--- config.mk ---
export PLATFORM = sky130hd
export DESIGN_NAME = utf16_to_utf8_transcoder
export DESIGN_NICKNAME = d
export VERILOG_FILES = /design/src/u16u8_pkg.sv /design/src/utf16_to_utf8_transcoder.sv /design/src/u16u8_front.sv /design/src/u16u8_queue.sv /design/src/u16u8_back.sv
export SDC_FILE = /design/constraint.sdc
export NUM_CORES = 1
export LEC_CHECK = 0
export ABC_AREA = 0
export BUFFER_PORTS_ARGS = -buffer_cell sky130_fd_sc_hd__buf_2
export CAP_MARGIN = 20
export CORE_AREA = 2 2 221 223
export DETAILED_ROUTE_END_ITERATION = 10
export DIE_AREA = 0 0 223 225
export GPL_TIMING_DRIVEN = 0
export HOLD_SLACK_MARGIN = 0.1
export PLACE_DENSITY_LB_ADDON = 0.3
export SYNTH_ARGS = -nofsm -noshare
export SYNTH_HDL_FRONTEND = slang
export SYNTH_SLANG_ARGS = --single-unit
--- constraint.sdc ---
create_clock -name clk -period 13.6 [get_ports clk]
set_input_delay 2.72 -clock clk [delete_from_list [all_inputs] [get_ports clk]]
set_output_delay 2.72 -clock clk [all_outputs]
set_load 0.03 [all_outputs]
--- src/u16u8_pkg.sv ---
// Shared types, constants and encode helpers for the UTF-16 to UTF-8 transcoder.
// Used by the front, queue, back and top-level modules; no dependencies.
`timescale 1ns / 1ps
`default_nettype none

package u16u8_pkg;

	localparam int QUEUE_DEPTH = 4;

	localparam logic [15:0] CAPACITY_RESET = 16'hFFFF;
	localparam logic [15:0] REPL_CP        = 16'hFFFD;
	localparam logic [15:0] SURR_MASK      = 16'hFC00;
	localparam logic [15:0] HIGH_SURR      = 16'hD800;
	localparam logic [15:0] LOW_SURR       = 16'hDC00;
	localparam logic [20:0] SUPP_BASE      = 21'h10000;
	localparam logic [15:0] LEN_MAX        = 16'hFFFF;

	// Configuration register indexes
	localparam logic REG_COUNT_ONLY = 1'b0;
	localparam logic REG_CAPACITY   = 1'b1;

	// One queued job: up to two code points and an optional terminator
	typedef struct packed {
		logic        a_en;
		logic [20:0] a_cp;
		logic        b_en;
		logic [15:0] b_cp;
		logic        term;
		logic        term_valid;
		logic [15:0] total_length;
	} entry_t;

	// Outcome of handling one code point against the length state
	typedef struct packed {
		logic        emit;
		logic [15:0] cnt;
		logic        stopped;
	} handle_t;

	// Number of UTF-8 bytes for a code point
	function automatic logic [2:0] cp_len(input logic [20:0] cp);
		logic [2:0] n;
		if (cp <= 21'h7F) begin
			n = 3'd1;
		end else if (cp <= 21'h7FF) begin
			n = 3'd2;
		end else if (cp <= 21'hFFFF) begin
			n = 3'd3;
		end else begin
			n = 3'd4;
		end
		return n;
	endfunction

	// Byte k of the UTF-8 sequence for cp
	function automatic logic [7:0] enc_byte(input logic [20:0] cp, input logic [1:0] k);
		logic [7:0] b;
		logic [2:0] n;
		n = cp_len(cp);
		b = 8'h00;
		case (n)
			3'd1: begin
				b = cp[7:0];
			end
			3'd2: begin
				b = (k == 2'd0) ? {3'b110, cp[10:6]} : {2'b10, cp[5:0]};
			end
			3'd3: begin
				case (k)
					2'd0:    b = {4'b1110, cp[15:12]};
					2'd1:    b = {2'b10, cp[11:6]};
					default: b = {2'b10, cp[5:0]};
				endcase
			end
			default: begin
				case (k)
					2'd0:    b = {5'b11110, cp[20:18]};
					2'd1:    b = {2'b10, cp[17:12]};
					2'd2:    b = {2'b10, cp[11:6]};
					default: b = {2'b10, cp[5:0]};
				endcase
			end
		endcase
		return b;
	endfunction

	// Fit test / length update for one sequence
	function automatic handle_t handle_cp(input logic [2:0] len, input logic [15:0] cnt,
			input logic stopped, input logic count_only, input logic [15:0] capacity);
		handle_t    r;
		logic [16:0] sum;
		logic [16:0] need;
		sum  = {1'b0, cnt} + 17'(len);
		need = sum + 17'd1;
		r.emit    = 1'b0;
		r.cnt     = cnt;
		r.stopped = stopped;
		if (!stopped) begin
			if (count_only) begin
				r.cnt = sum[16] ? LEN_MAX : sum[15:0];
			end else if (need > {1'b0, capacity}) begin
				r.stopped = 1'b1;
			end else begin
				r.emit = 1'b1;
				r.cnt  = sum[15:0];
			end
		end
		return r;
	endfunction

endpackage

`default_nettype wire

--- src/utf16_to_utf8_transcoder.sv ---
// UTF-16 to UTF-8 transcoder. The first result passes through the job queue, then the output
// byte register after its unit is accepted. Results leave at one per cycle while out_ready
// does not stall them; a unit causes 1 to 6 bytes, and the output byte register sets that rate.
// Units causing no result take no queue entry; units are taken every cycle while the queue has room.
// Reset clears the string state, empties the queue and sets count_only to 0, capacity to 65535.
// Depends on u16u8_pkg, u16u8_front, u16u8_queue and u16u8_back.
`timescale 1ns / 1ps
`default_nettype none

module utf16_to_utf8_transcoder #(
	parameter int QUEUE_DEPTH = u16u8_pkg::QUEUE_DEPTH
) (
	input  wire         clk,
	input  wire         arst_n,
	input  wire         in_valid,
	output logic        in_ready,
	input  wire  [15:0] code_unit,
	output logic        out_valid,
	input  wire         out_ready,
	output logic [7:0]  out_byte,
	output logic        byte_valid,
	output logic        run_last,
	output logic        string_end,
	output logic [15:0] total_length,
	input  wire         cfg_valid,
	output logic        cfg_ready,
	input  wire         cfg_index,
	input  wire  [15:0] cfg_data
);

	logic              count_only_q;
	logic [15:0]       capacity_q;
	logic              q_push, q_pop, q_empty, q_full;
	u16u8_pkg::entry_t q_wdata, q_head;

	assign cfg_ready = 1'b1;

	// Configuration registers
	always_ff @(posedge clk or negedge arst_n) begin
		if (!arst_n) begin
			count_only_q <= 1'b0;
			capacity_q   <= u16u8_pkg::CAPACITY_RESET;
		end else if (cfg_valid && cfg_ready) begin
			case (cfg_index)
				u16u8_pkg::REG_COUNT_ONLY: count_only_q <= cfg_data[0];
				u16u8_pkg::REG_CAPACITY:   capacity_q   <= cfg_data;
				default: ;
			endcase
		end
	end

	u16u8_front u_front (
		.clk        (clk),
		.arst_n     (arst_n),
		.in_valid   (in_valid),
		.in_ready   (in_ready),
		.code_unit  (code_unit),
		.count_only (count_only_q),
		.capacity   (capacity_q),
		.q_full     (q_full),
		.q_push     (q_push),
		.q_data     (q_wdata)
	);

	u16u8_queue #(
		.DEPTH (QUEUE_DEPTH)
	) u_queue (
		.clk       (clk),
		.arst_n    (arst_n),
		.push      (q_push),
		.push_data (q_wdata),
		.pop       (q_pop),
		.head      (q_head),
		.empty     (q_empty),
		.full      (q_full)
	);

	u16u8_back u_back (
		.clk          (clk),
		.arst_n       (arst_n),
		.head         (q_head),
		.q_empty      (q_empty),
		.q_pop        (q_pop),
		.out_valid    (out_valid),
		.out_ready    (out_ready),
		.out_byte     (out_byte),
		.byte_valid   (byte_valid),
		.run_last     (run_last),
		.string_end   (string_end),
		.total_length (total_length)
	);

endmodule

`default_nettype wire

--- src/u16u8_front.sv ---
// Front end: accepts code units, pairs surrogates, tracks length and builds jobs.
// Depends on u16u8_pkg; feeds u16u8_queue.
`timescale 1ns / 1ps
`default_nettype none

module u16u8_front (
	input  wire                      clk,
	input  wire                      arst_n,
	input  wire                      in_valid,
	output logic                     in_ready,
	input  wire  [15:0]              code_unit,
	input  wire                      count_only,
	input  wire  [15:0]              capacity,
	input  wire                      q_full,
	output logic                     q_push,
	output u16u8_pkg::entry_t        q_data
);

	logic        high_pending_q;
	logic [9:0]  high_bits_q;
	logic [15:0] byte_count_q;
	logic        stopped_q;

	logic        is_high, is_low, is_zero, accept;
	logic [20:0] cp1;
	u16u8_pkg::handle_t r1, r2;
	logic [15:0] cnt1, cnt2;
	logic        stop1, stop2;
	logic        do2, b_handle, set_pend;
	logic [15:0] b_cp;

	assign in_ready = !q_full;
	assign accept   = in_valid && in_ready;

	// Classify the unit
	assign is_high = (code_unit & u16u8_pkg::SURR_MASK) == u16u8_pkg::HIGH_SURR;
	assign is_low  = (code_unit & u16u8_pkg::SURR_MASK) == u16u8_pkg::LOW_SURR;
	assign is_zero = code_unit == 16'h0000;

	// First sequence: the held high surrogate, paired or replaced
	assign cp1 = is_low ? (21'({high_bits_q, code_unit[9:0]}) + u16u8_pkg::SUPP_BASE)
	                    : 21'(u16u8_pkg::REPL_CP);
	assign r1    = u16u8_pkg::handle_cp(u16u8_pkg::cp_len(cp1), byte_count_q, stopped_q,
	                                    count_only, capacity);
	assign cnt1  = high_pending_q ? r1.cnt : byte_count_q;
	assign stop1 = high_pending_q ? r1.stopped : stopped_q;

	// Second sequence: the unit itself
	assign do2      = !(high_pending_q && is_low);
	assign b_cp     = is_low ? u16u8_pkg::REPL_CP : code_unit;
	assign b_handle = do2 && !is_zero && !is_high;
	assign r2       = u16u8_pkg::handle_cp(u16u8_pkg::cp_len(21'(b_cp)), cnt1, stop1,
	                                       count_only, capacity);
	assign cnt2     = b_handle ? r2.cnt : cnt1;
	assign stop2    = b_handle ? r2.stopped : stop1;
	assign set_pend = do2 && is_high && !stop1;

	// Job for the back end
	always_comb begin
		q_data.a_en         = high_pending_q && r1.emit;
		q_data.a_cp         = cp1;
		q_data.b_en         = b_handle && r2.emit;
		q_data.b_cp         = b_cp;
		q_data.term         = do2 && is_zero;
		q_data.term_valid   = !count_only && (cnt1 < capacity);
		q_data.total_length = cnt1;
	end

	assign q_push = accept && (q_data.a_en || q_data.b_en || q_data.term);

	// String state
	always_ff @(posedge clk or negedge arst_n) begin
		if (!arst_n) begin
			high_pending_q <= 1'b0;
			high_bits_q    <= '0;
			byte_count_q   <= '0;
			stopped_q      <= 1'b0;
		end else if (accept) begin
			if (q_data.term) begin
				high_pending_q <= 1'b0;
				high_bits_q    <= '0;
				byte_count_q   <= '0;
				stopped_q      <= 1'b0;
			end else begin
				high_pending_q <= set_pend;
				if (set_pend) begin
					high_bits_q <= code_unit[9:0];
				end
				byte_count_q <= cnt2;
				stopped_q    <= stop2;
			end
		end
	end

endmodule

`default_nettype wire

--- src/u16u8_queue.sv ---
// Short job queue between the front and back ends.
// Depends on u16u8_pkg for the entry type.
`timescale 1ns / 1ps
`default_nettype none

module u16u8_queue #(
	parameter int DEPTH = u16u8_pkg::QUEUE_DEPTH
) (
	input  wire                      clk,
	input  wire                      arst_n,
	input  wire                      push,
	input  u16u8_pkg::entry_t        push_data,
	input  wire                      pop,
	output u16u8_pkg::entry_t        head,
	output logic                     empty,
	output logic                     full
);

	localparam int AW = $clog2(DEPTH);
	localparam int CW = $clog2(DEPTH + 1);

	u16u8_pkg::entry_t mem_q [DEPTH];
	logic [AW-1:0] wr_q, rd_q;
	logic [CW-1:0] count_q;

	assign empty = count_q == '0;
	assign full  = count_q == CW'(DEPTH);
	assign head  = mem_q[rd_q];

	// Storage
	always_ff @(posedge clk) begin
		if (push) begin
			mem_q[wr_q] <= push_data;
		end
	end

	// Pointers and fill count
	always_ff @(posedge clk or negedge arst_n) begin
		if (!arst_n) begin
			wr_q    <= '0;
			rd_q    <= '0;
			count_q <= '0;
		end else begin
			if (push) begin
				wr_q <= (wr_q == AW'(DEPTH - 1)) ? '0 : wr_q + 1'b1;
			end
			if (pop) begin
				rd_q <= (rd_q == AW'(DEPTH - 1)) ? '0 : rd_q + 1'b1;
			end
			if (push && !pop) begin
				count_q <= count_q + 1'b1;
			end else if (pop && !push) begin
				count_q <= count_q - 1'b1;
			end
		end
	end

endmodule

`default_nettype wire

--- src/u16u8_back.sv ---
// Back end: walks the head job and issues one UTF-8 byte per cycle while out_ready does not stall it.
// Depends on u16u8_pkg; reads from u16u8_queue.
`timescale 1ns / 1ps
`default_nettype none

module u16u8_back (
	input  wire                      clk,
	input  wire                      arst_n,
	input  u16u8_pkg::entry_t        head,
	input  wire                      q_empty,
	output logic                     q_pop,
	output logic                     out_valid,
	input  wire                      out_ready,
	output logic [7:0]               out_byte,
	output logic                     byte_valid,
	output logic                     run_last,
	output logic                     string_end,
	output logic [15:0]              total_length
);

	logic [2:0] idx_q;
	logic [2:0] la, lb, lab, n, kb;
	logic       in_a, in_b, last, load;
	logic [7:0] nbyte;

	// Position of the current byte within the job
	assign la   = head.a_en ? u16u8_pkg::cp_len(head.a_cp) : 3'd0;
	assign lb   = head.b_en ? u16u8_pkg::cp_len(21'(head.b_cp)) : 3'd0;
	assign lab  = la + lb;
	assign n    = lab + 3'(head.term);
	assign kb   = idx_q - la;
	assign in_a = idx_q < la;
	assign in_b = !in_a && (idx_q < lab);
	assign last = idx_q == (n - 3'd1);

	always_comb begin
		if (in_a) begin
			nbyte = u16u8_pkg::enc_byte(head.a_cp, idx_q[1:0]);
		end else if (in_b) begin
			nbyte = u16u8_pkg::enc_byte(21'(head.b_cp), kb[1:0]);
		end else begin
			nbyte = 8'h00;
		end
	end

	assign load  = !q_empty && (!out_valid || out_ready);
	assign q_pop = load && last;

	// Output register and byte index
	always_ff @(posedge clk or negedge arst_n) begin
		if (!arst_n) begin
			out_valid <= 1'b0;
			idx_q     <= '0;
		end else begin
			if (load) begin
				out_valid <= 1'b1;
				idx_q     <= last ? 3'd0 : idx_q + 3'd1;
			end else if (out_ready) begin
				out_valid <= 1'b0;
			end
		end
	end

	always_ff @(posedge clk) begin
		if (load) begin
			out_byte     <= nbyte;
			byte_valid   <= (in_a || in_b) ? 1'b1 : head.term_valid;
			run_last     <= last;
			string_end   <= !in_a && !in_b;
			total_length <= (!in_a && !in_b) ? head.total_length : 16'h0000;
		end
	end

endmodule

`default_nettype wire
==> impl_metrics.ini <==
[critical_path]
arrival_ps = 13590
cp.required_ps = 14050
cp_num_cells = 56
cp_max_fo = 8
rrSetupSlack_ps = 2400
r2r-start = u_front.high_bits_q[6]$_DFFE_PN0P_
crit_type = in2reg
timing.rr.end = u_queue.count_q[2]$_DFFE_PN0P_
endpoint = u_queue.count_q[2]$_DFFE_PN0P_
reg2reg_depth = 52
startpoint = code_unit[14]
crit_slowest_cell = fa_2
cp_num_buf_inv = 7
end_kind = register
max_stage_delay_ps = 500
path_delay_family = compound AO/OA/AOI/OAI gates
setup.worst_path.start_class = input port

[clock_network]
clkSinkCount = 311
cts_max_level = 2
cts_tree = built
clkTransAtPathRegs_ps = 50
clockBufferDepth = 3
clockRootBuffer = clkbuf_16
clk_latency_ps = 530
cts_buffers = 34
cts_hold_buf = 0

[sta]
finalMaxSlewViolations = 0
fmax_mhz = 76.1
setup_viol = 0
min_period_ps = 13140
worst_pin_slew_ps = 1120
clock_skew_ps = 23.1
hold_viol = 0
final.setup.tns_ps = 0
maxSlewHeadroom_pct = 25.3
fin_crit_sh_pct = 96.6

[job]
cap_violations = 0

[layout]
regArea_um2 = 9080
fin_cells = 2041
layout-drive-gt1-share_pct = 25.3
final_cell_mix = edfxtp_1, ha_1, buf_2
fin_nets = 1517
utilization_pct = 40.8
area_growth_pct = 17.3
n_fill_cell = 4392
num_antenna_cells = 0
layout_commonest_cell = edfxtp_1
multiInputGateArea_um2 = 7370

[synth]
synthDistinctLibCells = 95
synthTopCellsByArea = edfxtp_1, mux4_2, dfrtp_1
synth_edf_count = 255
ys_seq_area_share_pct = 54.8
synth_fp_nets = 1381
synthArstFlopShare_pct = 18.0
synth_area_um2 = 16600
synth_seq_cells = 311
syn_inst = 1265
yosysTopAreaCell = edfxtp_1
synth_top_area_share_pct = 46.3
ys.warnings.count = 0
ys.flop_type = edfxtp_1
syn_area_per_cell_um2 = 13.1

[grt]
grt_max_degree = 57
grt.overflow.total = 0
track_usage_pct = 17.4
antenna_found_initial = 0
grt_pass1_wl_um = 67000
grt_pass1_vias = 11300

[routing]
vias_per_cell = 5.47
drc_errors = 0
num_vias = 11200
ant_nets = 0
highest_layer = met4
wire_per_inst_um = 21.4
wirelength_um = 43600
drt_iter0_drc = 800
m1WireLength_um = 19600
drt_pass1_iterations = 5
route.met2.wl_um = 20400
met3_length_um = 2280

[floorplan]
dieArea_um2 = 50200
ios = 68
initial_core_util_pct = 34.8
fp-row-count = 80
placeableCoreArea_um2 = 47500
die_h_um = 225
die-width_um = 223

[placement]
dp_hpwl_um = 31300
place.gp.congestion = 0.926
io_buffers = 66
dp_cells = 1952

[pwr]
p_per_area_nw_per_um2 = 213
leakagePower_nw = 6.90
peakVddDrop_mv = 0.0716
finalPower_w = 0.00414

[hold_path]
hp-start = u_back.out_valid$_DFFE_PN0P_
hold_path_depth = 2
worstHoldPathType = reg2reg

[run_status]
status = completed
## worst register-to-register path, delay by kind of cell (launching register included)
kind | cells | cell delay [ps]
and+or+nand+nor | 14 | 3040
AOI/OAI and AO/OA | 20 | 3760
xor gates and xnor gates | 4 | 680
adders and majority gates | 9 | 2720
DFF | 1 | 450
buffers and inverters | 5 | 520
## area by class of cell
class / instances / share of cell area, %
Buffer: 54 / 1.35
Clock buffer: 41 / 4.52
Clock inverter: 20 / 0.799
Inverter: 52 / 1.01
Multi-Input combinational cell: 847 / 38.0
Sequential cell: 311 / 46.7
Tap cell: 615 / 3.96
Timing Repair Buffer: 101 / 3.65
## metrics by stage
| stage | hold slack, ps | setup WS [ps] | cell area (µm²) |
|---|---|---|---|
| after floorplan | 464 | -23.9 | 16600 |
| after global routing | 534 | -85.4 | 19400 |
| after CTS | 502 | 11.7 | 19100 |
| after global placement | 479 | -3880 | 17700 |
| after detailed placement | 482 | -2650 | 17800 |
| final | 491 | 457 | 19400 |
## metal layers
layer  vias up  track usage [%]
met5         -                0
met2       305             28.1
met3        77             2.71
met4         0             6.39
met1      5634             23.9
li1       5157                -
## report_power, final
part / internal (W) / leakage, nW / total (W) / switching [W]
clock network: 0.000485 / 0.492 / 0.000859 / 0.000374
registers: 0.00125 / 2.92 / 0.00133 / 0.0000850
logic: 0.000770 / 3.49 / 0.00195 / 0.00118
## synth_stat cells (all sizes together), types with 5 or more instances
cell / number
nor3: 23
mux4: 57
a22o: 15
nand4: 17
xnor2: 40
nor2: 75
or2: 9
edfxtp: 255
o22ai: 11
or4: 5
a211oi: 15
clkbuf: 33
o21ai: 46
a221oi: 7
o211ai: 10
mux2i: 11
nor2b: 29
buf: 22
a21oi: 65
xor2: 18
mux2: 23
a21o: 15
inv: 51
nand3: 31
nor4: 9
or3: 10
nand2: 68
and2: 10
dfrtp: 40
a22oi: 9
dfstp: 16
o311ai: 6
and3: 15
o21a: 8
nand2b: 39
o31ai: 7
ha: 74
## kinds of logic (layout without fill, tap and decap cells)
kind of cell	after synthesis	after routing	share of synthesized area, %
other cells	1	1	0.0227
xor+xnor	58	58	3.11
compound gates	265	265	11.9
fa+ha+maj	78	78	6.08
simple gates	354	354	11.3
flops	311	311	54.8
buf+inv	107	268	2.74
mux	91	91	10.0
## worst min path at each step
| stage | to | slack [ps] |
|---|---|---|
| 2_1_floorplan | u_queue.count_q[2]$_DFFE_PN0P_ | 460 |
| 3_3_place_gp | u_back.out_valid$_DFFE_PN0P_ | 480 |
| 3_5_place_dp | u_front.high_bits_q[3]$_DFFE_PN0P_ | 480 |
| 4_1_cts | u_back.out_valid$_DFFE_PN0P_ | 500 |
| 5_1_grt | u_queue.count_q[2]$_DFFE_PN0P_ | 530 |
| 6_report | u_back.out_valid$_DFFE_PN0P_ | 490 |
## state kept, by name (all words and copies together) (netlist names), 2 cells and up
signal and count:
u_queue.mem_q 228, capacity_q 16, u_back.total_length 16, u_front.byte_count_q 16
u_front.high_bits_q 10, u_back.out_byte 8, u_back.idx_q 3, u_queue.count_q 3
u_queue.rd_q 2, u_queue.wr_q 2
## repair_timing
action | CTS | global route
buffers inserted | 9 | 20
resized for setup | 35 | 41
endpoints found under the setup margin | 254 | 246
pin swaps | 8 | 17
Note: power is estimated with default switching activity, not from simulation.
